==> config.mk <==
export PLATFORM = sky130hd
export DESIGN_NAME = mf3x3_back
export DESIGN_NICKNAME = d
export VERILOG_FILES = /design/src/rtl/mf3x3_pkg.sv /design/src/rtl/mf3x3_back.sv
export SDC_FILE = /design/constraint.sdc
export NUM_CORES = 2
export LEC_CHECK = 0
export BUFFER_PORTS_ARGS = -buffer_cell sky130_fd_sc_hd__buf_2
export CORE_UTILIZATION = 43
export CTS_CLUSTER_SIZE = 14
export DETAILED_ROUTE_END_ITERATION = 7
export PLACE_DENSITY = 0.6
export RECOVER_POWER = 100
export SKIP_CTS_REPAIR_TIMING = 1
export SLEW_MARGIN = 20
export SYNTH_ARGS = -nofsm -noshare
export SYNTH_HDL_FRONTEND = slang
export SYNTH_SLANG_ARGS = --single-unit
==> constraint.sdc <==
create_clock -name clk -period 13.7 [get_ports clk]
set_input_delay 1.37 -clock clk [delete_from_list [all_inputs] [get_ports clk]]
set_output_delay 1.37 -clock clk [all_outputs]
set_load 0.01 [all_outputs]
==> src/rtl/mf3x3_pkg.sv <==
// shared types and constants of the 3x3 rgb median filter
// depends on nothing; the top, front, queue and back files refer to it by scoped names
`default_nettype none

package mf3x3_pkg;

	localparam int CHAN_W     = 8;
	localparam int NUM_CHAN   = 3;
	localparam int PIX_W      = CHAN_W * NUM_CHAN;
	localparam int NUM_TAPS   = 9;
	localparam int COL_W      = 10;
	localparam int ROW_W      = 16;
	localparam int IMG_W_W    = 11;
	localparam int MIN_DIM    = 3;
	localparam int CFG_IDX_W  = 1;
	localparam int CFG_DATA_W = 16;

	// register indexes of the configuration port
	localparam logic [CFG_IDX_W-1:0] REG_IMAGE_WIDTH  = 1'b0;
	localparam logic [CFG_IDX_W-1:0] REG_IMAGE_HEIGHT = 1'b1;

	localparam logic [IMG_W_W-1:0] WIDTH_RESET  = 11'd1024;
	localparam logic [ROW_W-1:0]   HEIGHT_RESET = 16'd480;

	// queue between front and back
	localparam int QDEPTH = 4;
	localparam int QPTR_W = 2;
	localparam int QCNT_W = 3;

	// channel positions inside an rgb word
	localparam int CH_RED   = 2;
	localparam int CH_GREEN = 1;
	localparam int CH_BLUE  = 0;

	typedef logic [CHAN_W-1:0] chan_t;
	typedef logic [NUM_CHAN-1:0][CHAN_W-1:0] rgb_t;

	typedef struct packed {
		logic [CHAN_W-1:0] red_in;
		logic [CHAN_W-1:0] green_in;
		logic [CHAN_W-1:0] blue_in;
	} pixel_t;

	typedef struct packed {
		logic [CHAN_W-1:0] red_median;
		logic [CHAN_W-1:0] green_median;
		logic [CHAN_W-1:0] blue_median;
		logic [COL_W-1:0]  centre_column;
		logic [ROW_W-1:0]  centre_row;
		logic              frame_done;
	} result_t;

	typedef struct packed {
		logic [IMG_W_W-1:0] image_width;
		logic [ROW_W-1:0]   image_height;
	} cfg_t;

	// one full 3x3 neighbourhood with its position
	typedef struct packed {
		rgb_t [NUM_TAPS-1:0] px;
		logic [COL_W-1:0]    centre_column;
		logic [ROW_W-1:0]    centre_row;
		logic                frame_done;
	} win_item_t;

	typedef struct packed {
		logic      valid;
		win_item_t item;
	} q_push_t;

endpackage

`default_nettype wire

==> src/rtl/mf3x3_back.sv <==
// back end: three-stage median-of-nine network per channel, its last stage the output register
// uses mf3x3_pkg
`default_nettype none

module mf3x3_back (
	input  wire logic                  clk,
	input  wire logic                  arst_n,
	input  wire logic                  rd_valid,
	input  wire mf3x3_pkg::win_item_t  rd_item,
	output      logic                  pop,
	output      logic                  dst_valid,
	input  wire logic                  dst_stall,
	output      mf3x3_pkg::result_t    dst_data
);

	typedef mf3x3_pkg::chan_t [2:0] trio_t;

	// sorted ascending: [0] low, [1] middle, [2] high
	function automatic trio_t sort3(mf3x3_pkg::chan_t a, mf3x3_pkg::chan_t b,
		mf3x3_pkg::chan_t c);
		mf3x3_pkg::chan_t x;
		mf3x3_pkg::chan_t y;
		mf3x3_pkg::chan_t z;
		mf3x3_pkg::chan_t t;
		x = a;
		y = b;
		z = c;
		if (x > y) begin
			t = x; x = y; y = t;
		end
		if (y > z) begin
			t = y; y = z; z = t;
		end
		if (x > y) begin
			t = x; x = y; y = t;
		end
		return {z, y, x};
	endfunction

	function automatic mf3x3_pkg::chan_t max3(mf3x3_pkg::chan_t a, mf3x3_pkg::chan_t b,
		mf3x3_pkg::chan_t c);
		trio_t s;
		s = sort3(a, b, c);
		return s[2];
	endfunction

	function automatic mf3x3_pkg::chan_t min3(mf3x3_pkg::chan_t a, mf3x3_pkg::chan_t b,
		mf3x3_pkg::chan_t c);
		trio_t s;
		s = sort3(a, b, c);
		return s[0];
	endfunction

	function automatic mf3x3_pkg::chan_t med3(mf3x3_pkg::chan_t a, mf3x3_pkg::chan_t b,
		mf3x3_pkg::chan_t c);
		mf3x3_pkg::chan_t lo;
		mf3x3_pkg::chan_t hi;
		mf3x3_pkg::chan_t hm;
		lo = (a < b) ? a : b;
		hi = (a < b) ? b : a;
		hm = (hi < c) ? hi : c;
		return (lo > hm) ? lo : hm;
	endfunction

	logic                en;
	logic                valid_s1;
	logic                valid_s2;
	logic                dst_valid_q;
	mf3x3_pkg::result_t  res_q;

	trio_t               sort_s1 [mf3x3_pkg::NUM_CHAN][3];
	mf3x3_pkg::chan_t    lo_max_s2 [mf3x3_pkg::NUM_CHAN];
	mf3x3_pkg::chan_t    mid_med_s2 [mf3x3_pkg::NUM_CHAN];
	mf3x3_pkg::chan_t    hi_min_s2 [mf3x3_pkg::NUM_CHAN];
	logic [mf3x3_pkg::COL_W-1:0] col_s1, col_s2;
	logic [mf3x3_pkg::ROW_W-1:0] row_s1, row_s2;
	logic                done_s1, done_s2;

	assign en        = ~dst_valid_q | ~dst_stall;
	assign pop       = en & rd_valid;
	assign dst_valid = dst_valid_q;
	assign dst_data  = res_q;

	always_ff @(posedge clk or negedge arst_n) begin
		if (!arst_n) begin
			valid_s1    <= 1'b0;
			valid_s2    <= 1'b0;
			dst_valid_q <= 1'b0;
		end else if (en) begin
			valid_s1    <= rd_valid;
			valid_s2    <= valid_s1;
			dst_valid_q <= valid_s2;
		end
	end

	always_ff @(posedge clk) begin
		if (en) begin
			// sort each column of three
			for (int ch = 0; ch < mf3x3_pkg::NUM_CHAN; ch++) begin
				for (int k = 0; k < 3; k++) begin
					sort_s1[ch][k] <= sort3(rd_item.px[3*k][ch], rd_item.px[3*k+1][ch],
						rd_item.px[3*k+2][ch]);
				end
			end
			col_s1  <= rd_item.centre_column;
			row_s1  <= rd_item.centre_row;
			done_s1 <= rd_item.frame_done;

			// max of lows, median of middles, min of highs
			for (int ch = 0; ch < mf3x3_pkg::NUM_CHAN; ch++) begin
				lo_max_s2[ch]  <= max3(sort_s1[ch][0][0], sort_s1[ch][1][0],
					sort_s1[ch][2][0]);
				mid_med_s2[ch] <= med3(sort_s1[ch][0][1], sort_s1[ch][1][1],
					sort_s1[ch][2][1]);
				hi_min_s2[ch]  <= min3(sort_s1[ch][0][2], sort_s1[ch][1][2],
					sort_s1[ch][2][2]);
			end
			col_s2  <= col_s1;
			row_s2  <= row_s1;
			done_s2 <= done_s1;

			res_q.red_median    <= med3(lo_max_s2[mf3x3_pkg::CH_RED],
				mid_med_s2[mf3x3_pkg::CH_RED], hi_min_s2[mf3x3_pkg::CH_RED]);
			res_q.green_median  <= med3(lo_max_s2[mf3x3_pkg::CH_GREEN],
				mid_med_s2[mf3x3_pkg::CH_GREEN], hi_min_s2[mf3x3_pkg::CH_GREEN]);
			res_q.blue_median   <= med3(lo_max_s2[mf3x3_pkg::CH_BLUE],
				mid_med_s2[mf3x3_pkg::CH_BLUE], hi_min_s2[mf3x3_pkg::CH_BLUE]);
			res_q.centre_column <= col_s2;
			res_q.centre_row    <= row_s2;
			res_q.frame_done    <= done_s2;
		end
	end

endmodule

`default_nettype wire
# --- After elaboration in Yosys (flattened, before gate mapping) ---
# Memory sizes are Yosys's and may differ from the RTL's.
# Index checks and enable logic that the tools add are counted.
classes:
  mux: 170
  order_cmp: 60
  bitwise_logic: 4
ops:
  columns: ["operator", "count"]
  rows:
  - ["8-bit two-way mux", 168]
  - ["8-bit greater-than comparator", 48]
  - ["8-bit less-than comparator", 12]
  - ["1-bit two-way mux", 2]
  - ["1-bit inverter", 2]
  - ["1-bit bitwise AND", 1]
  - ["1-bit OR", 1]
word_totals:
  inputBits: 247
  n_memories: 4
  output_inout_bits: 53
  register_bits: 108
  elab_cells: 253
  ramBits: 288
memory_table:
  columns: ["memory", "depth", "width", "read_ports", "rd_ports_with_merged_regs", "write_ports", "line_no", "text"]
  rows:
  - ["sort_s1", 3, 72, 3, 0, 3, "mf3x3_back.sv:71", "trio_t sort_s1 [mf3x3_pkg::NUM_CHAN][3];"]
  - ["hi_min_s2", 3, 8, 3, 0, 3, "mf3x3_back.sv:74", "mf3x3_pkg::chan_t hi_min_s2 [mf3x3_pkg::NUM_CHAN];"]
  - ["lo_max_s2", 3, 8, 3, 0, 3, "mf3x3_back.sv:72", "mf3x3_pkg::chan_t lo_max_s2 [mf3x3_pkg::NUM_CHAN];"]
  - ["mid_med_s2", 3, 8, 3, 0, 3, "mf3x3_back.sv:73", "mf3x3_pkg::chan_t mid_med_s2 [mf3x3_pkg::NUM_CHAN];"]

# --- Longest topological paths before layout ---
logic_depth:
  depth_word: 9
  mapped_depth: 28
  mapped_depth_nobuf: 23

# --- Worst setup path after synthesis ---
# No wires, ideal clock.
synth_timing:
  path_type: "input -> output"
  from: "input dst_stall"
  to: "output pop"
  slack_ps: 1864
  stages: 2
  n_path_buf: 0
  t_required_ps: 12330
  t_arrival_ps: 10466
  cell_sequence: "nand2_1 and2_1"
synth_via:
  elab_chain_len: 3
synth_rtl:
  columns: ["item", "line_no", "text"]
  rows:
  - ["from (decl)", "mf3x3_back.sv:12", "input wire logic dst_stall,"]
  - ["1-bit inverter", "mf3x3_back.sv:79", "assign en = ~dst_valid_q | ~dst_stall;"]
  - ["1-bit OR", "mf3x3_back.sv:79", null]
  - ["1-bit bitwise AND", "mf3x3_back.sv:80", "assign pop = en & rd_valid;"]
  - ["to (decl)", "mf3x3_back.sv:10", "output logic pop,"]
# No other way between the ends.

==> metrics.txt <==
max cap viols=15; critical path's largest stage delay=around 2.4 ns; number of enable flip-flop cells after synthesis=393; Total Wirelength=approximately 86000 um; largest net degree at the start of global routing=76; Slew headroom=-145%; Reg clk slew, reported paths=0.06 ns; detailed placement HPWL=~70000 um; failing checks=design-rule violations, max-capacitance violations, max-slew violations; H-Tree Depth=2; input/output buffers=approximately 300; clk_skew=about 0.017 ns; Final min period=between 9 and 10 ns; commonest non-fill, non-tap cell in the layout=inv_1; Crit path max-delay family=compound AO/OA/AOI/OAI gates; Area growth, synth to finish=11.9%; cts bufs inserted=48; via count=26200; Syn Inst Count=~3400; Nets=approximately 4400; Hold Vio Cnt, Final=0; Mean Syn Cell Area=9.64 sq um; asr flop ratio synth=0.758%; Synth cell types=69; GR Overflow Total=0; crit path cell chain=clkbuf_1 -> inv_1 -> ha_1 -> a21oi_1 -> nor2_1 -> o31ai_1 -> o2bb2ai_2 -> clkbuf_1 -> mux2_1 -> ha_1 -> nor2b_1 -> o211ai_1 -> a21oi_1 -> o21ai_0 -> mux2i_1 -> ha_1 -> nand4_1 -> or2_2 -> o21ai_0 -> clkbuf_1 -> nand2_1 -> mux2_1 -> o221a_2; Fill cells=between 7000 and 8000; Startpoint Class=primary input; router iterations before antenna repair=8; Setup Viol. Count Final=0; first-pass GRT wire length=about 130000 um; Initial Utilization=approximately 44%; critical path buffer and inverter count=4; Routability Congestion=0.917; synthesized area=between 30000 and 40000 sq um; FF+latch count, synth=between 300 and 400; met1 WL=around 41000 um; Seq. cell area=between 10000 and 15000 sq um; Top Metal Used=met5; number of remaining DRC errors=13; Final Max Tran Viols=603; most frequent cells in the layout=474 x inv_1, 468 x ha_1, 393 x edfxtp_1; Seq/Total Area, Yosys=between 30% and 40%; RSZ-0062 raised after global routing=false; die width=approximately 280 um; vias per cell=~5.5; Die Ht=roughly 280 um; worst skew pair latency=between 0.5 and 0.6 ns; met2 wire length=39300 um; status=finished with violations; drt initial violations=around 2100; worst hold-check path type=reg2reg; Setup TNS Final=0 ns; GRT Total Usage=21.5%; Max clock buf depth=3; Crit. End Element=register; Critical Path AT=between 9 and 10 ns; Core Area=between 70000 and 80000 sq um; I/O Pins=300; Max Clock Freq=0.107 GHz; Cell Rows=roughly 100; layout cells sized above 1=12.8%; CP max FO=29; Tcrit/Tclk final=68.2%; Ys Warns=0; TritonCTS clock tree=done; synthesized net count=4161; Sinks on Clock Net=around 400; vias in the first global route=around 25000; CP max-delay cell=o21ai_0; antenna violations before repair=4; Detail Route Antenna Nets=0; clk root buf=clkbuf_16; WL/cell=approximately 18 um; Crit Path Class=in2reg; Post-synth top flop=edfxtp_1; worst reg2reg setup slack=approximately 5.3 ns; Worst Path Required=roughly 14 ns; die area=78300 sq um; met3 routed WL=roughly 4300 um; Worst-Margin Slew=around 3.7 ns; area occupied by multi-input gates=19100 sq um
-- metrics by stage --
| step | cells | hold slack (ns) | area (sq um) | worst slack (ns) | util, % |
|---|---|---|---|---|---|
| 3_3_place_gp | 4705 | 0.400 | 35900 | 5.97 | 47.1 |
| 4_1_cts | 4791 | 0.391 | 37400 | 6.53 | 49.1 |
| 3_5_place_dp | 4705 | 0.405 | 35900 | 5.91 | 47.1 |
| 2_1_floorplan | 3446 | 0.400 | 33200 | 1.86 | - |
| 6_report | 4793 | 0.407 | 37100 | 4.36 | 48.8 |
| 5_1_grt | 4791 | 0.419 | 37100 | 3.54 | 48.7 |
-- sequential cells by signal (all words and copies together), names as in the netlist, 16 cells and up --
| name | count |
|---|---|
| lo_max_s2 | 24 |
| hi_min_s2 | 24 |
| row_s1 | 16 |
| dst_data | 51 |
| row_s2 | 16 |
| sort_s1 | 216 |
| mid_med_s2 | 24 |
-- kinds of logic after synthesis --
group,share of synthesized area (%)
compound gates,17.1
fa+ha+maj,17.6
buf+inv,6.57
flops,35.8
mux,12.3
simple gates,10.6
-- metal layers --
layer	global-route usage (%)	vias to the layer above
li1	-	13300
met1	30.0	12100
met2	35.3	629
met3	2.48	109
met4	5.21	2
met5	0	-
-- cell type report --
class	count	share of cell area, %
sequential	396	32.0
multi-input combinational	2476	51.5
inverter	474	4.79
tap	1030	3.47
clock buffer	55	3.36
clock inverter	31	0.744
timing repair buffer	329	4.13
antenna	2	0.0135
-- cell usage after synthesis (all sizes together), types with 3 or more instances --
| cell | n | area share [%] |
|---|---|---|
| and2 | 16 | 0.30 |
| inv | 474 | 5.4 |
| o211ai | 9 | 0.20 |
| clkbuf | 69 | 0.78 |
| o2111ai | 5 | 0.13 |
| and3 | 37 | 0.70 |
| a2111oi | 4 | 0.11 |
| o22ai | 13 | 0.24 |
| a31oi | 12 | 0.23 |
| edfxtp | 393 | 36 |
| ha | 468 | 18 |
| nor2 | 130 | 1.5 |
| dfrtp | 3 | 0.23 |
| mux2 | 130 | 4.4 |
| o21bai | 7 | 0.16 |
| nand3 | 88 | 1.3 |
| and4 | 3 | 0.079 |
| nor3b | 5 | 0.11 |
| nor2b | 44 | 0.83 |
| o21a | 29 | 0.66 |
| nand3b | 3 | 0.068 |
| a21o | 62 | 1.4 |
| o221a | 60 | 2.0 |
| nor3 | 17 | 0.26 |
| o21ai | 290 | 4.4 |
| o32ai | 7 | 0.18 |
| mux2i | 263 | 7.9 |
| a22oi | 9 | 0.20 |
| a211oi | 13 | 0.29 |
| o31ai | 10 | 0.27 |
| a222oi | 53 | 1.6 |
| buf | 31 | 0.43 |
| o31a | 5 | 0.13 |
| nand2 | 320 | 3.6 |
| nand4 | 31 | 0.58 |
| a21oi | 204 | 3.1 |
| a221oi | 36 | 0.95 |
| nand2b | 37 | 0.70 |
| a32oi | 4 | 0.11 |
| o22a | 7 | 0.18 |
| or3 | 13 | 0.24 |
| or2 | 8 | 0.15 |
-- worst reg2reg max path: cells and delay by family (launching register included) --
kind | cells | cell delay (ns)
simple gates | 1 | 2.18
flops | 1 | 0.39
buf+inv | 2 | 5.29
-- final timing paths --
kind,to,startpoint,cells after the start
min in group asynchronous,valid_s2$_DFFE_PN0N_,arst_n,1
max in group asynchronous,valid_s1$_DFFE_PN0N_,arst_n,1
worst max register to register,sort_s1[1][51]$_DFFE_PN_,dst_valid$_DFFE_PN0N_,3
worst max-delay path,sort_s1[1][10]$_DFFE_PN_,rd_item[204],23
worst min-delay path,dst_data[2]$_DFFE_PN_,row_s2[1]$_DFFE_PN_,0
worst min register to register,dst_data[2]$_DFFE_PN_,row_s2[1]$_DFFE_PN_,0
Power is not shown: default switching activity piles up to over one toggle a cycle in this logic, so the estimate is an artifact.
