--- config.mk ---
export PLATFORM = sky130hd
export DESIGN_NAME = mf3x3_fifo
export DESIGN_NICKNAME = d
export VERILOG_FILES = /design/src/rtl/mf3x3_pkg.sv /design/src/rtl/mf3x3_fifo.sv
export SDC_FILE = /design/constraint.sdc
export NUM_CORES = 1
export LEC_CHECK = 0
export BUFFER_PORTS_ARGS = -buffer_cell sky130_fd_sc_hd__buf_2
export CELL_PAD_IN_SITES_DETAIL_PLACEMENT = 0
export CELL_PAD_IN_SITES_GLOBAL_PLACEMENT = 1
export CORE_MARGIN = 2
export CORE_UTILIZATION = 46
export DETAILED_ROUTE_END_ITERATION = 10
export PLACE_DENSITY = 0.8
export SLEW_MARGIN = 20
export SYNTH_ARGS = -nofsm -noshare
export SYNTH_HDL_FRONTEND = slang
export SYNTH_SLANG_ARGS = --single-unit
--- constraint.sdc ---
create_clock -name clk -period 7.1 [get_ports clk]
set_input_delay 0.355 -clock clk [delete_from_list [all_inputs] [get_ports clk]]
set_output_delay 0.355 -clock clk [all_outputs]
set_load 0.03 [all_outputs]
--- src/rtl/mf3x3_pkg.sv ---
// shared types and constants of the 3x3 rgb median filter
// depends on nothing; the top, front, queue and back files refer to it by scoped names
`default_nettype none

package mf3x3_pkg;

	localparam int CHAN_W     = 8;
	localparam int NUM_CHAN   = 3;
	localparam int PIX_W      = CHAN_W * NUM_CHAN;
	localparam int NUM_TAPS   = 9;
	localparam int COL_W      = 10;
	localparam int ROW_W      = 16;
	localparam int IMG_W_W    = 11;
	localparam int MIN_DIM    = 3;
	localparam int CFG_IDX_W  = 1;
	localparam int CFG_DATA_W = 16;

	// register indexes of the configuration port
	localparam logic [CFG_IDX_W-1:0] REG_IMAGE_WIDTH  = 1'b0;
	localparam logic [CFG_IDX_W-1:0] REG_IMAGE_HEIGHT = 1'b1;

	localparam logic [IMG_W_W-1:0] WIDTH_RESET  = 11'd1024;
	localparam logic [ROW_W-1:0]   HEIGHT_RESET = 16'd480;

	// queue between front and back
	localparam int QDEPTH = 4;
	localparam int QPTR_W = 2;
	localparam int QCNT_W = 3;

	// channel positions inside an rgb word
	localparam int CH_RED   = 2;
	localparam int CH_GREEN = 1;
	localparam int CH_BLUE  = 0;

	typedef logic [CHAN_W-1:0] chan_t;
	typedef logic [NUM_CHAN-1:0][CHAN_W-1:0] rgb_t;

	typedef struct packed {
		logic [CHAN_W-1:0] red_in;
		logic [CHAN_W-1:0] green_in;
		logic [CHAN_W-1:0] blue_in;
	} pixel_t;

	typedef struct packed {
		logic [CHAN_W-1:0] red_median;
		logic [CHAN_W-1:0] green_median;
		logic [CHAN_W-1:0] blue_median;
		logic [COL_W-1:0]  centre_column;
		logic [ROW_W-1:0]  centre_row;
		logic              frame_done;
	} result_t;

	typedef struct packed {
		logic [IMG_W_W-1:0] image_width;
		logic [ROW_W-1:0]   image_height;
	} cfg_t;

	// one full 3x3 neighbourhood with its position
	typedef struct packed {
		rgb_t [NUM_TAPS-1:0] px;
		logic [COL_W-1:0]    centre_column;
		logic [ROW_W-1:0]    centre_row;
		logic                frame_done;
	} win_item_t;

	typedef struct packed {
		logic      valid;
		win_item_t item;
	} q_push_t;

endpackage

`default_nettype wire

--- src/rtl/mf3x3_fifo.sv ---
// short queue of neighbourhood words between front and back
// uses mf3x3_pkg
`default_nettype none

module mf3x3_fifo (
	input  wire logic                          clk,
	input  wire logic                          arst_n,
	input  wire mf3x3_pkg::q_push_t            push,
	input  wire logic                          pop,
	output      logic                          rd_valid,
	output      mf3x3_pkg::win_item_t          rd_item,
	output      logic [mf3x3_pkg::QCNT_W-1:0]  count
);

	mf3x3_pkg::win_item_t               mem_q [mf3x3_pkg::QDEPTH];
	logic [mf3x3_pkg::QPTR_W-1:0]       wr_ptr_q;
	logic [mf3x3_pkg::QPTR_W-1:0]       rd_ptr_q;
	logic [mf3x3_pkg::QCNT_W-1:0]       count_q;

	assign rd_valid = (count_q != '0);
	assign rd_item  = mem_q[rd_ptr_q];
	assign count    = count_q;

	always_ff @(posedge clk or negedge arst_n) begin
		if (!arst_n) begin
			wr_ptr_q <= '0;
			rd_ptr_q <= '0;
			count_q  <= '0;
		end else begin
			if (push.valid) begin
				wr_ptr_q <= wr_ptr_q + mf3x3_pkg::QPTR_W'(1);
			end
			if (pop) begin
				rd_ptr_q <= rd_ptr_q + mf3x3_pkg::QPTR_W'(1);
			end
			case ({push.valid, pop})
				2'b10:   count_q <= count_q + mf3x3_pkg::QCNT_W'(1);
				2'b01:   count_q <= count_q - mf3x3_pkg::QCNT_W'(1);
				default: count_q <= count_q;
			endcase
		end
	end

	always_ff @(posedge clk) begin
		if (push.valid) begin
			mem_q[wr_ptr_q] <= push.item;
		end
	end

	a_no_overflow: assert property (@(posedge clk) disable iff (!arst_n)
		push.valid |-> (count_q < mf3x3_pkg::QCNT_W'(mf3x3_pkg::QDEPTH)))
		else $error("queue written while full");

	a_no_underflow: assert property (@(posedge clk) disable iff (!arst_n)
		pop |-> (count_q != '0))
		else $error("queue read while empty");

	a_count_up: assert property (@(posedge clk) disable iff (!arst_n)
		(push.valid && !pop) |=> (count_q == $past(count_q) + mf3x3_pkg::QCNT_W'(1)))
		else $error("queue count lost a word");

endmodule

`default_nettype wire

Yosys cells after proc, flatten, opt, wreduce, memory -nomap -nowiden

Memories as Yosys holds them, arrays and structs flattened.
Cells that the tools add are included.

Add/subtract/negate cells: 4
Equal/unequal tests: 2
Muxes and demuxes: 3
Reduce and logical (&&, ||, !) cells: 2

Operator list:

| operator                                            | number |
|---|---|
| case mux 3 bit (2 select lines)                     | 1 |
| adder 2 x 1 -> 2 bit, second input constant         | 2 |
| adder 3 x 1 -> 3 bit, second input constant         | 1 |
| nonzero test 3 bit                                  | 1 |
| subtractor 3 x 1 -> 3 bit, second input constant    | 1 |
| equality test 2 x 1 -> 1 bit, second input constant | 1 |
| equality test 2 bit, second input constant          | 1 |
| two-way mux 1 bit                                   | 2 |
| nonzero test 2 bit                                  | 1 |

Register bits after elaboration: 7
RAM bits: 972
Input port bits: 247
Output and inout bits: 247
Logic and storage cells: 15
Memories kept: 1

Memory list:

| memory | depth | width | read ports | clocked after Yosys merged registers in | wr ports | RTL line         | RTL |
|---|---|---|---|---|---|---|---|
| mem_q  | 4     | 243   | 1          | 0                                       | 1        | mf3x3_fifo.sv:15 | `mf3x3_pkg::win_item_t mem_q [mf3x3_pkg::QDEPTH];` |

Depth between registers and ports, before layout

Gate-level depths: netlist of run 1.

Depth after elaboration: 2
Mapped depth: 7

Worst setup path before layout of run 1

OpenSTA, ideal clock, no wires.

Path type: register to register
Start: register wr_ptr_q[0] (netlist bit)
End: memory mem_q[0][0] (netlist bit) (enable)
Library setup time: 633 ps
Arrival: 6132 ps
Required time: 6467 ps
Slack: 334 ps
Cell stages (with the launch flop): 4
Path buffers: 0
Clock period less this slack: 6766 ps
Path through: dfrtp_1 inv_1 ha_1 and2_1

RTL lines:

| item                   | RTL line         | RTL |
|---|---|---|
| start, declared        | mf3x3_fifo.sv:16 | `logic [mf3x3_pkg::QPTR_W-1:0] wr_ptr_q;` |
| start signal, assigned | mf3x3_fifo.sv:31 | `wr_ptr_q <= wr_ptr_q + mf3x3_pkg::QPTR_W'(1);` |
| end, declared          | mf3x3_fifo.sv:15 |  |

Straight into the memory's write port.

==> metrics.cfg, run 1 <==
[timing]
fin_crit_sh_pct = 52.63
rsz0062_at_grt = no
finalSetupViolations = 0
tightest_slew_ns = 1.201
fmax_mhz = 267.6
fin_ws_ns = 3.363
hold_viol_final = 0
whs_ns = 0.06738
finalSetupTns_ns = 0
slew_viol_final = 0
skew_ns = 0.01759
relSlewSlack_pct = 19.93
layout_min_cycle_time_ns = 3.737

[logic_synthesis]
synthDistinctLibCells = 18
yosys_register_bits = 979
syn-cell-area_um2 = 35380
synth.area.top_cells = edfxtp_1 83%, mux4_2 15%, dfrtp_1 0.50%
post-synth-top-count-cell = edfxtp_1
synth_top_area_cell = edfxtp_1
yosysTopAreaCellShare_pct = 82.50
synth-async-reset-ratio_pct = 0.7150
yosys_warnings = 0
synth_edf_count = 972
synthFlopType = edfxtp_1
syn_avg_cell_area_um2 = 27.13
synthCells = 1304
ys_seq_area_share_pct = 83.00
ys_top_cells_by_count = 972 x edfxtp_1, 243 x mux4_2, 28 x buf_2, 12 x buf_4, 8 x clkbuf_1
syn_nets = 1557

[route]
ant_nets = 0
vias = 16950
finalWirelength_mm = 73.15
routedWlPerCell_um = 22.73
first_iter_violations = 1233
viasPerCell = 5.267
firstDrtPassIters = 5
drc_errors = 0

[critical_path]
crit_fanout = 65
worst_setup_path_end_kind = output pin
start_kind = register
critical_path_required_ns = 6.74
worstPathArrival_ns = 3.38
crit_type = register to output pin

[clocking]
clockBufferDepth = 3
h-tree-depth = 3
cts_buffers = 98
cts-root-buf = clkbuf_16
postCtsSetupBuffers = 0
clk_pin_slew_ns = 0.06
holdBufCountCts = 245
cts_tree = done
clkLatencyLatePin_ns = 0.65
clock_sinks = 979
cts_resized = 0

[floorplanning]
die_y_um = 281.3
ioPinCount = 494
coreArea_um2 = 76080
die_x_um = 281.3
die-area_um2 = 79140
rows = 101
initial_core_util_pct = 46.51

[global_routing]
antenna_found_initial = 13
gr-max-usage-layer = met2
grtUsageMet3_pct = 5.005
met1_usage_pct = 22.61
overflow = 0
gr-usage-all-layers_pct = 18.23
grt_pass1_wl_mm = 108.2
grt_max_degree = 153
grt_pass1_vias = 18050
use_met2_pct = 31.30

[power_and_ir_drop]
ir_worst_vdd_mv = 0.3683
pwr_density_cell_nw_per_um2 = 431.4
power.leakage_uw = 0.01523

[final_layout]
nNetsFinal = 2355
utilization_pct = 58.58
drive_gt1_share_pct = 40.74
syn2layout_area_growth_pct = 25.95

[run_status]
status = finished clean

[placed_design]
pre_cts_ws_ns = 3.968
gp_congestion = 0.7430
dp_hpwl_mm = 42.02
portBuffers = 493

[hold_path]
hold_class = primary input to register

[run]
cap_violations = 0

-- area by class of cell --
class                      instances  area (um2)
multi-input combinational        265        5675
inverter                           6       22.52
clock inverter                    49       440.4
tap                             1030        1289
antenna                           12       30.03
sequential                       979       29370
clock buffer                     126        2621
fill                            5364       31510
timing repair buffer             752        5112
-- per-layer routing --
layer / wire (um) / part of all wire (%)
met5: 24 / 0.033
met4: 1594 / 2.2
met3: 5603 / 7.7
met2: 38000 / 52
met1: 27930 / 38
-- power breakdown --
group          switching (uW)  internal (uW)
combinational            4160           2290
clock                    2080           2760
sequential                371           7570
total                    6610          12600
-- cell families after synthesis --
family	count (synthesis)	synth area share, %
XOR/XNOR	6	0.1485
AO/OA/AOI/OAI	1	0.01413
flip-flops	979	83.00
multiplexers	244	15.50
adder cells (fa/ha/maj)	6	0.2334
buffers and inverters	60	0.9902
AND/OR/NAND/NOR	8	0.1202
-- worst paths after layout --
| path | from | end | slack (ns) | depth (start not counted) |
|---|---|---|---|---|
| worst max-delay path | rd_ptr_q[1]$_DFFE_PN0P_ | rd_item[149] | 3.36 | 3 |
| worst min-delay path | push[243] | wr_ptr_q[0]$_DFFE_PN0P_ | 0.07 | 2 |
| worst max register to register | wr_ptr_q[0]$_DFFE_PN0P_ | mem_q[2][111]$_DFFE_PP_ | 4.15 | 5 |
| worst min register to register | count[0]$_DFFE_PN0P_ | count[0]$_DFFE_PN0P_ | 0.53 | 1 |
| max in group asynchronous | arst_n | rd_ptr_q[0]$_DFFE_PN0P_ | 6.78 | 2 |
| min in group asynchronous | arst_n | count[2]$_DFFE_PN0P_ | 0.11 | 2 |
-- placed cells by master (no fill, tap or decap), drive strengths merged, types with 2 or more instances in the layout --
| cell type | netlist | routed |
|---|---|---|
| dfrtp | 7 | 7 |
| dlygate4sd3 | 0 | 245 |
| edfxtp | 972 | 972 |
| xnor2 | 2 | 2 |
| ha | 5 | 5 |
| clkinv | 0 | 39 |
| xor2 | 4 | 4 |
| and2 | 4 | 4 |
| clkbuf | 8 | 126 |
| clkinvlp | 0 | 3 |
| inv | 6 | 9 |
| diode | 0 | 12 |
| mux4 | 243 | 243 |
| nand2 | 2 | 2 |
| bufinv | 0 | 4 |
| buf | 46 | 507 |
-- state kept, by name (all words and copies together), names as in the netlist --
register and count:
mem_q 972, count 3, rd_ptr_q 2, wr_ptr_q 2
-- worst max-delay path, cell delays in order, from the launching register on --
cell and delay, ns:
dfrtp_4 0.99, buf_4 0.88, mux4_2 0.47, buf_2 0.21
-- through the flow --
step | instance area, um2 | std cells | power [uW]
detailed placement | 39020 | 2787 | 14470
global route | 44550 | 3216 | 19980
global placement | 39020 | 2787 | 14370
floorplan | 35380 | 1304 | 12820
finish | 44560 | 3219 | 19220
CTS | 44530 | 3207 | 19440
(Power assumes the default switching activity.)
==> inputs of run 2 (changes only) <==
- clock period: 7.1 -> 3.15 ns (I/O delays scaled with it)
==> run 2 against run 1 <==
Compared with the run above:
- register-to-register slack got worse by 3.0 ns
- first-iteration DRC count is 5.3% higher
- global-route usage rose by 0.50 points
- clock-buffer cell count is 9 lower
- combinational power rose by 140%
- clock skew down 0.0045 ns
- critical path depth is 1 higher
- die area did not move
- cell area grew 1.5%
- final cell count is 1.3% higher
- highest routed layer unchanged
==> metrics.cfg, run 2 (synthesized netlist as in run 1, its figures left out) <==
[critical_path]
reg2reg_to = mem_q[0][126]$_DFFE_PP_
start_kind = register
crit_fanout = 28  ; -57%
cp_num_buf_inv = 3  ; +1
worst_setup_path_end_kind = output pin
slowest_stage = dfrtp_4
worstReg2RegStart = wr_ptr_q[0]$_DFFE_PN0P_
r2r_cells = 4  ; -1
cp_common_cell = buf_12
r2r_slack_ns = 1.12  ; -3.03 ns
critical_path_required_ns = 2.99  ; -3.75 ns
worstPathArrival_ns = 2.70  ; -0.68 ns
crit_chain = buf_12 > buf_12 > mux4_2 > buf_2
slowest_delay_ns = 0.63  ; -0.36 ns
critPathTopFamily = buffers and inverters
crit_type = register to output pin

[global_routing]
grt_pass1_vias = 18270  ; +1.2%
antenna_found_initial = 5  ; -8
gr-usage-all-layers_pct = 18.73  ; +0.50 points
grt_max_degree = 84  ; -45%
overflow = 0  ; unchanged
grt_pass1_wl_mm = 111.2  ; +2.8%

[final_layout]
final_common_cell = edfxtp_1
fillerInstances = 5279  ; -1.6%
nNetsFinal = 2405  ; +2.1%
drive_gt1_share_pct = 42.32  ; +1.6 points
largest_reg_flops = 972  ; unchanged
multiInputGateArea_um2 = 5675  ; unchanged
regMostFlops = mem_q
final-seq-area_um2 = 29370  ; unchanged
syn2layout_area_growth_pct = 27.81
final_cell_mix = 972 x edfxtp_1, 493 x buf_2, 247 x dlygate4sd3_1, 243 x mux4_2, 96 x clkbuf_16

[timing]
relSlewSlack_pct = 46.98  ; +27 points
fin_crit_sh_pct = 90.56
slew_viol_final = 0  ; unchanged
fmax_mhz = 350.5
layout_min_cycle_time_ns = 2.853
hold_viol_final = 0  ; unchanged
rsz0062_at_grt = no
finalSetupViolations = 0  ; unchanged
finalSetupTns_ns = 0  ; unchanged
skew_ns = 0.01307  ; -0.004519 ns
tightest_slew_ns = 0.7953  ; -0.4058 ns
fin_ws_ns = 0.2972  ; -3.066 ns

[clocking]
clkLatencyLatePin_ns = 0.64  ; about the same
cts_tree = done
clock_sinks = 979  ; unchanged
h-tree-depth = 3  ; unchanged
postCtsSetupBuffers = 0  ; unchanged
cts_buffers = 96  ; -2.0%
cts-root-buf = clkbuf_16
clockBufferDepth = 3  ; unchanged
clk_pin_slew_ns = 0.06  ; about the same

[power_and_ir_drop]
pwr_density_cell_nw_per_um2 = 975.5  ; +130%
p_seq_share_pct = 39.9  ; -1.4 points
switchingPower_uw = 15060  ; +130%
sw_frac_of_total_pct = 34.15  ; -0.23 points
combPwrFrac_pct = 35.0  ; +1.5 points
power_frac_clock_pct = 25.1  ; about the same
intPower_uw = 29050  ; +130%
power.leakage_uw = 0.01559  ; +2.4%
ir_worst_vdd_mv = 0.7302  ; +98%

[floorplanning]
die_x_um = 281.3  ; unchanged
ioPinCount = 494  ; unchanged
die-area_um2 = 79140  ; unchanged
rows = 101  ; unchanged
initial_core_util_pct = 46.51  ; unchanged
die_y_um = 281.3  ; unchanged
coreArea_um2 = 76080  ; unchanged

[placed_design]
dp_hpwl_mm = 46.21  ; +10%
portBuffers = 493  ; unchanged
gp_congestion = 0.7687  ; +3.5%
pre_cts_ws_ns = 0.9434  ; -3.024 ns

[run]
cap_violations = 0  ; unchanged

[route]
viasPerCell = 5.234  ; -0.62%
ant_nets = 0  ; unchanged
vias = 17070  ; +0.67%
first_iter_violations = 1298  ; +5.3%
drc_errors = 0  ; unchanged
routedWlPerCell_um = 22.84  ; +0.52%
finalWirelength_mm = 74.49  ; +1.8%
firstDrtPassIters = 7  ; +2

[hold_path]
min_to = mem_q[0][137]$_DFFE_PP_
whs_path_depth = 2  ; unchanged
hold_class = primary input to register
worstHoldStart = push[137]

[run_status]
status = finished clean

[run 2: metal layers]
metal,up-vias,global-route usage (%),routed length (um)
li1,7404,-,-
met1,8926,24.29,29010
met2,620,31.55,38020
met3,115,4.406,5604
met4,2,5.974,1849
met5,-,0,7
[run 2: worst max path at each step]
stage / from / endpoint / slack (ns) / cells after the start
2_1_floorplan: wr_ptr_q[0]$_DFFE_PN0P_ / mem_q[2][0]$_DFFE_PP_ / 0.39 / 3
4_1_cts: rd_ptr_q[0]$_DFFE_PN0P_ / rd_item[76] / 0.24 / 4
3_3_place_gp: rd_ptr_q[0]$_DFFE_PN0P_ / rd_item[93] / 0.97 / 4
3_5_place_dp: rd_ptr_q[0]$_DFFE_PN0P_ / rd_item[163] / 0.94 / 4
6_report: rd_ptr_q[0]$_DFFE_PN0P_ / rd_item[89] / 0.30 / 4
5_1_grt: rd_ptr_q[0]$_DFFE_PN0P_ / rd_item[89] / 0.15 / 4
[run 2: power groups by stage]
stage / sequential [uW] / combinational [uW] / clock [uW]
2_1_floorplan: 17700 / 10600 / 0
3_3_place_gp: 17700 / 15200 / 0
3_5_place_dp: 17900 / 15300 / 0
4_1_cts: 17600 / 15600 / 11300
5_1_grt: 17800 / 16200 / 11800
6_report: 17600 / 15400 / 11100
[run 2: layout make-up]
type                       count  area share (%)
antenna                        5         0.02767
clock buffer                 117           5.553
clock inverter                55           1.253
inverter                       6         0.04981
multi-input combinational    265           12.55
sequential                   979           64.95
tap                         1030           2.850
timing repair buffer         804           12.76
[run 2: stage by stage]
stage | total power (uW) | hold WS, ns | std cells | instance area, um2 | util, %
CTS | 44580 | 0.1971 | 3256 | 45210 | 59.42
global route | 45810 | 0.2418 | 3260 | 45220 | 59.44
floorplan | 28380 | -0.1381 | 1304 | 35390 | -
detailed placement | 33180 | 0.02796 | 2837 | 39660 | 52.13
global placement | 32930 | 0.02846 | 2837 | 39660 | 52.13
finish | 44110 | 0.2639 | 3261 | 45220 | 59.44
[run 2: repair_timing]
item,CTS,global route
hold buffers,247,0
endpoints found under the hold margin,985,0
gates resized for setup,0,0
==> inputs of run 3 (changes only) <==
- CELL_PAD_IN_SITES_DETAIL_PLACEMENT: 0 -> 1
- CORE_UTILIZATION: 46 -> 50
- MAX_ROUTING_LAYER: default -> met4
- PLACE_DENSITY: 0.8 -> 0.83
- clock period: 3.15 -> 3.1 ns (I/O delays scaled with it)
==> run 3 against run 2 <==
Compared with the run above:
- clock power grew 8%
- largest power group unchanged
- via count grew 6.3%
- sequential share of layout area grew 0.086 points
- largest cell class unchanged
- die area shrank 7.9%
==> metrics.cfg, run 3 (synthesized netlist as in run 1, its figures left out) <==
[global_routing]
gr-usage-all-layers_pct = 28.82  ; +10 points
overflow = 0  ; unchanged
grt_pass1_vias = 20450  ; +12%
grt_pass1_wl_mm = 147.1  ; +32%
antenna_found_initial = 8  ; +3
grt_max_degree = 70  ; -17%

[clocking]
clkLatencyLatePin_ns = 0.65  ; about the same
postCtsSetupBuffers = 0  ; unchanged
clk_pin_slew_ns = 0.06  ; about the same
clockBufferDepth = 3  ; unchanged
cts_tree = done
clock_sinks = 979  ; unchanged
cts_resized = 0  ; unchanged
cts-root-buf = clkbuf_16
h-tree-depth = 3  ; unchanged
holdBufCountCts = 247  ; unchanged
cts_buffers = 97  ; +1.0%

[placed_design]
dpl-instance-area_um2 = 39480  ; -0.44%
dp_hpwl_mm = 54.67  ; +18%
portBuffers = 493  ; unchanged
gp_congestion = 0.7686  ; about the same

[route]
routedWlPerCell_um = 31.65  ; +39%
first_iter_violations = 1678  ; +29%
viasPerCell = 5.733  ; +9.5%
drc_errors = 0  ; unchanged
vias = 18140  ; +6.3%
firstDrtPassIters = 5  ; -2
finalWirelength_mm = 100.1  ; +34%
ant_nets = 0  ; unchanged

[final_layout]
drive_gt1_share_pct = 41.92  ; -0.40 points
largest_reg_flops = 972  ; unchanged
nNetsFinal = 2391  ; -0.58%
final_cell_mix = 972 x edfxtp_1, 493 x buf_2, 247 x dlygate4sd3_1, 243 x mux4_2, 98 x clkbuf_16
final_common_cell = edfxtp_1
regMostFlops = mem_q
fin_area_um2 = 45160  ; -0.13%
syn2layout_area_growth_pct = 27.64

[power_and_ir_drop]
pwr_density_cell_nw_per_um2 = 1028  ; +5.4%
power.leakage_uw = 0.01555  ; -0.28%
p_total_uw = 46440  ; +5.3%
ir_worst_vdd_mv = 0.8083  ; +11%

[critical_path]
slowest_stage = mux4_2
crit_chain = buf_12 > buf_12 > mux4_2 > buf_2
worstPathArrival_ns = 2.52  ; -0.18 ns
cp_num_buf_inv = 3  ; unchanged
cp_common_cell = buf_12
critPathTopFamily = buffers and inverters
slowest_delay_ns = 0.57  ; -0.06 ns
crit_type = register to output pin
worstReg2RegStart = wr_ptr_q[0]$_DFFE_PN0P_
startpoint = rd_ptr_q[0]$_DFFE_PN0P_
r2r_cells = 4  ; unchanged
crit_fanout = 28  ; unchanged
worst_setup_path_end_kind = output pin
critical_path_required_ns = 2.94  ; -0.05 ns
start_kind = register
cp_num_cells = 4  ; unchanged

[timing]
finalSetupTns_ns = 0  ; unchanged
slew_viol_final = 0  ; unchanged
fmax_mhz = 374.4
layout_min_cycle_time_ns = 2.671
rsz0062_at_grt = no
hold_viol_final = 0  ; unchanged
relSlewSlack_pct = 48.55  ; +1.6 points
skew_ns = 0.02748  ; +0.01441 ns
tightest_slew_ns = 0.7718  ; -0.02352 ns
finalSetupViolations = 0  ; unchanged
fin_crit_sh_pct = 86.15

[floorplanning]
ioPinCount = 494  ; unchanged
die-area_um2 = 72900  ; -7.9%
coreArea_um2 = 70030  ; -7.9%
die_y_um = 270.0  ; -4.0%
rows = 97  ; -4.0%
initial_core_util_pct = 50.52  ; +4.0 points
die_x_um = 270.0  ; -4.0%

[hold_path]
worstHoldStart = push[132]
hold_class = primary input to register
whs_path_depth = 2  ; unchanged

[run]
cap_violations = 0  ; unchanged

[run_status]
status = finished clean

[run 3: power by group]
group / internal, uW / switching (uW)
Combinational: 5670 / 10600
Sequential: 17300 / 915
Clock: 6760 / 5220
[run 3: stage by stage]
step	instances	hold WS (ns)	utilization (%)	worst slack, ns
2_1_floorplan	1304	-0.1406	-	0.3361
3_3_place_gp	2732	0.006844	56.38	1.003
3_5_place_dp	2732	0.01576	56.38	0.9615
4_1_cts	3154	0.2125	64.45	0.3645
5_1_grt	3162	0.2580	64.48	0.3191
6_report	3164	0.2582	64.49	0.4293
[run 3: cell type report]
cell class,count,area (um2)
Clock buffer,117,2524
Tap cell,940,1176
Sequential cell,979,29370
Timing Repair Buffer,789,5708
Inverter,6,22.52
Multi-Input combinational cell,265,5675
Antenna cell,10,25.02
Fill cell,5669,24870
Clock inverter,58,656.9
[run 3: path summary, 6_finish.rpt]
check / endpoint / slack [ns]
max in group asynchronous: rd_ptr_q[1]$_DFFE_PN0P_ / 2.24
hold reg to reg: wr_ptr_q[0]$_DFFE_PN0P_ / 0.55
setup reg to reg: mem_q[2][121]$_DFFE_PP_ / 0.94
hold / removal: mem_q[3][132]$_DFFE_PP_ / 0.26
min in group asynchronous: wr_ptr_q[0]$_DFFE_PN0P_ / 0.55
setup / recovery: rd_item[78] / 0.43
[run 3: worst register-to-register path: stages (launching register included)]
cell and delay, ns:
dfrtp_1 0.43, inv_1 0.11, ha_1 0.16, and2_4 0.57, buf_4 0.50
[run 3: metal layers]
| layer | vias up | GRT usage, % | part of all wire [%] |
|---|---|---|---|
| met4 | 0 | 8.962 | 3.2 |
| met2 | 874 | 51.12 | 55 |
| met1 | 9698 | 32.95 | 35 |
| met3 | 201 | 5.859 | 6.8 |
| li1 | 7367 | - | - |
| met5 | - | - | 0 |
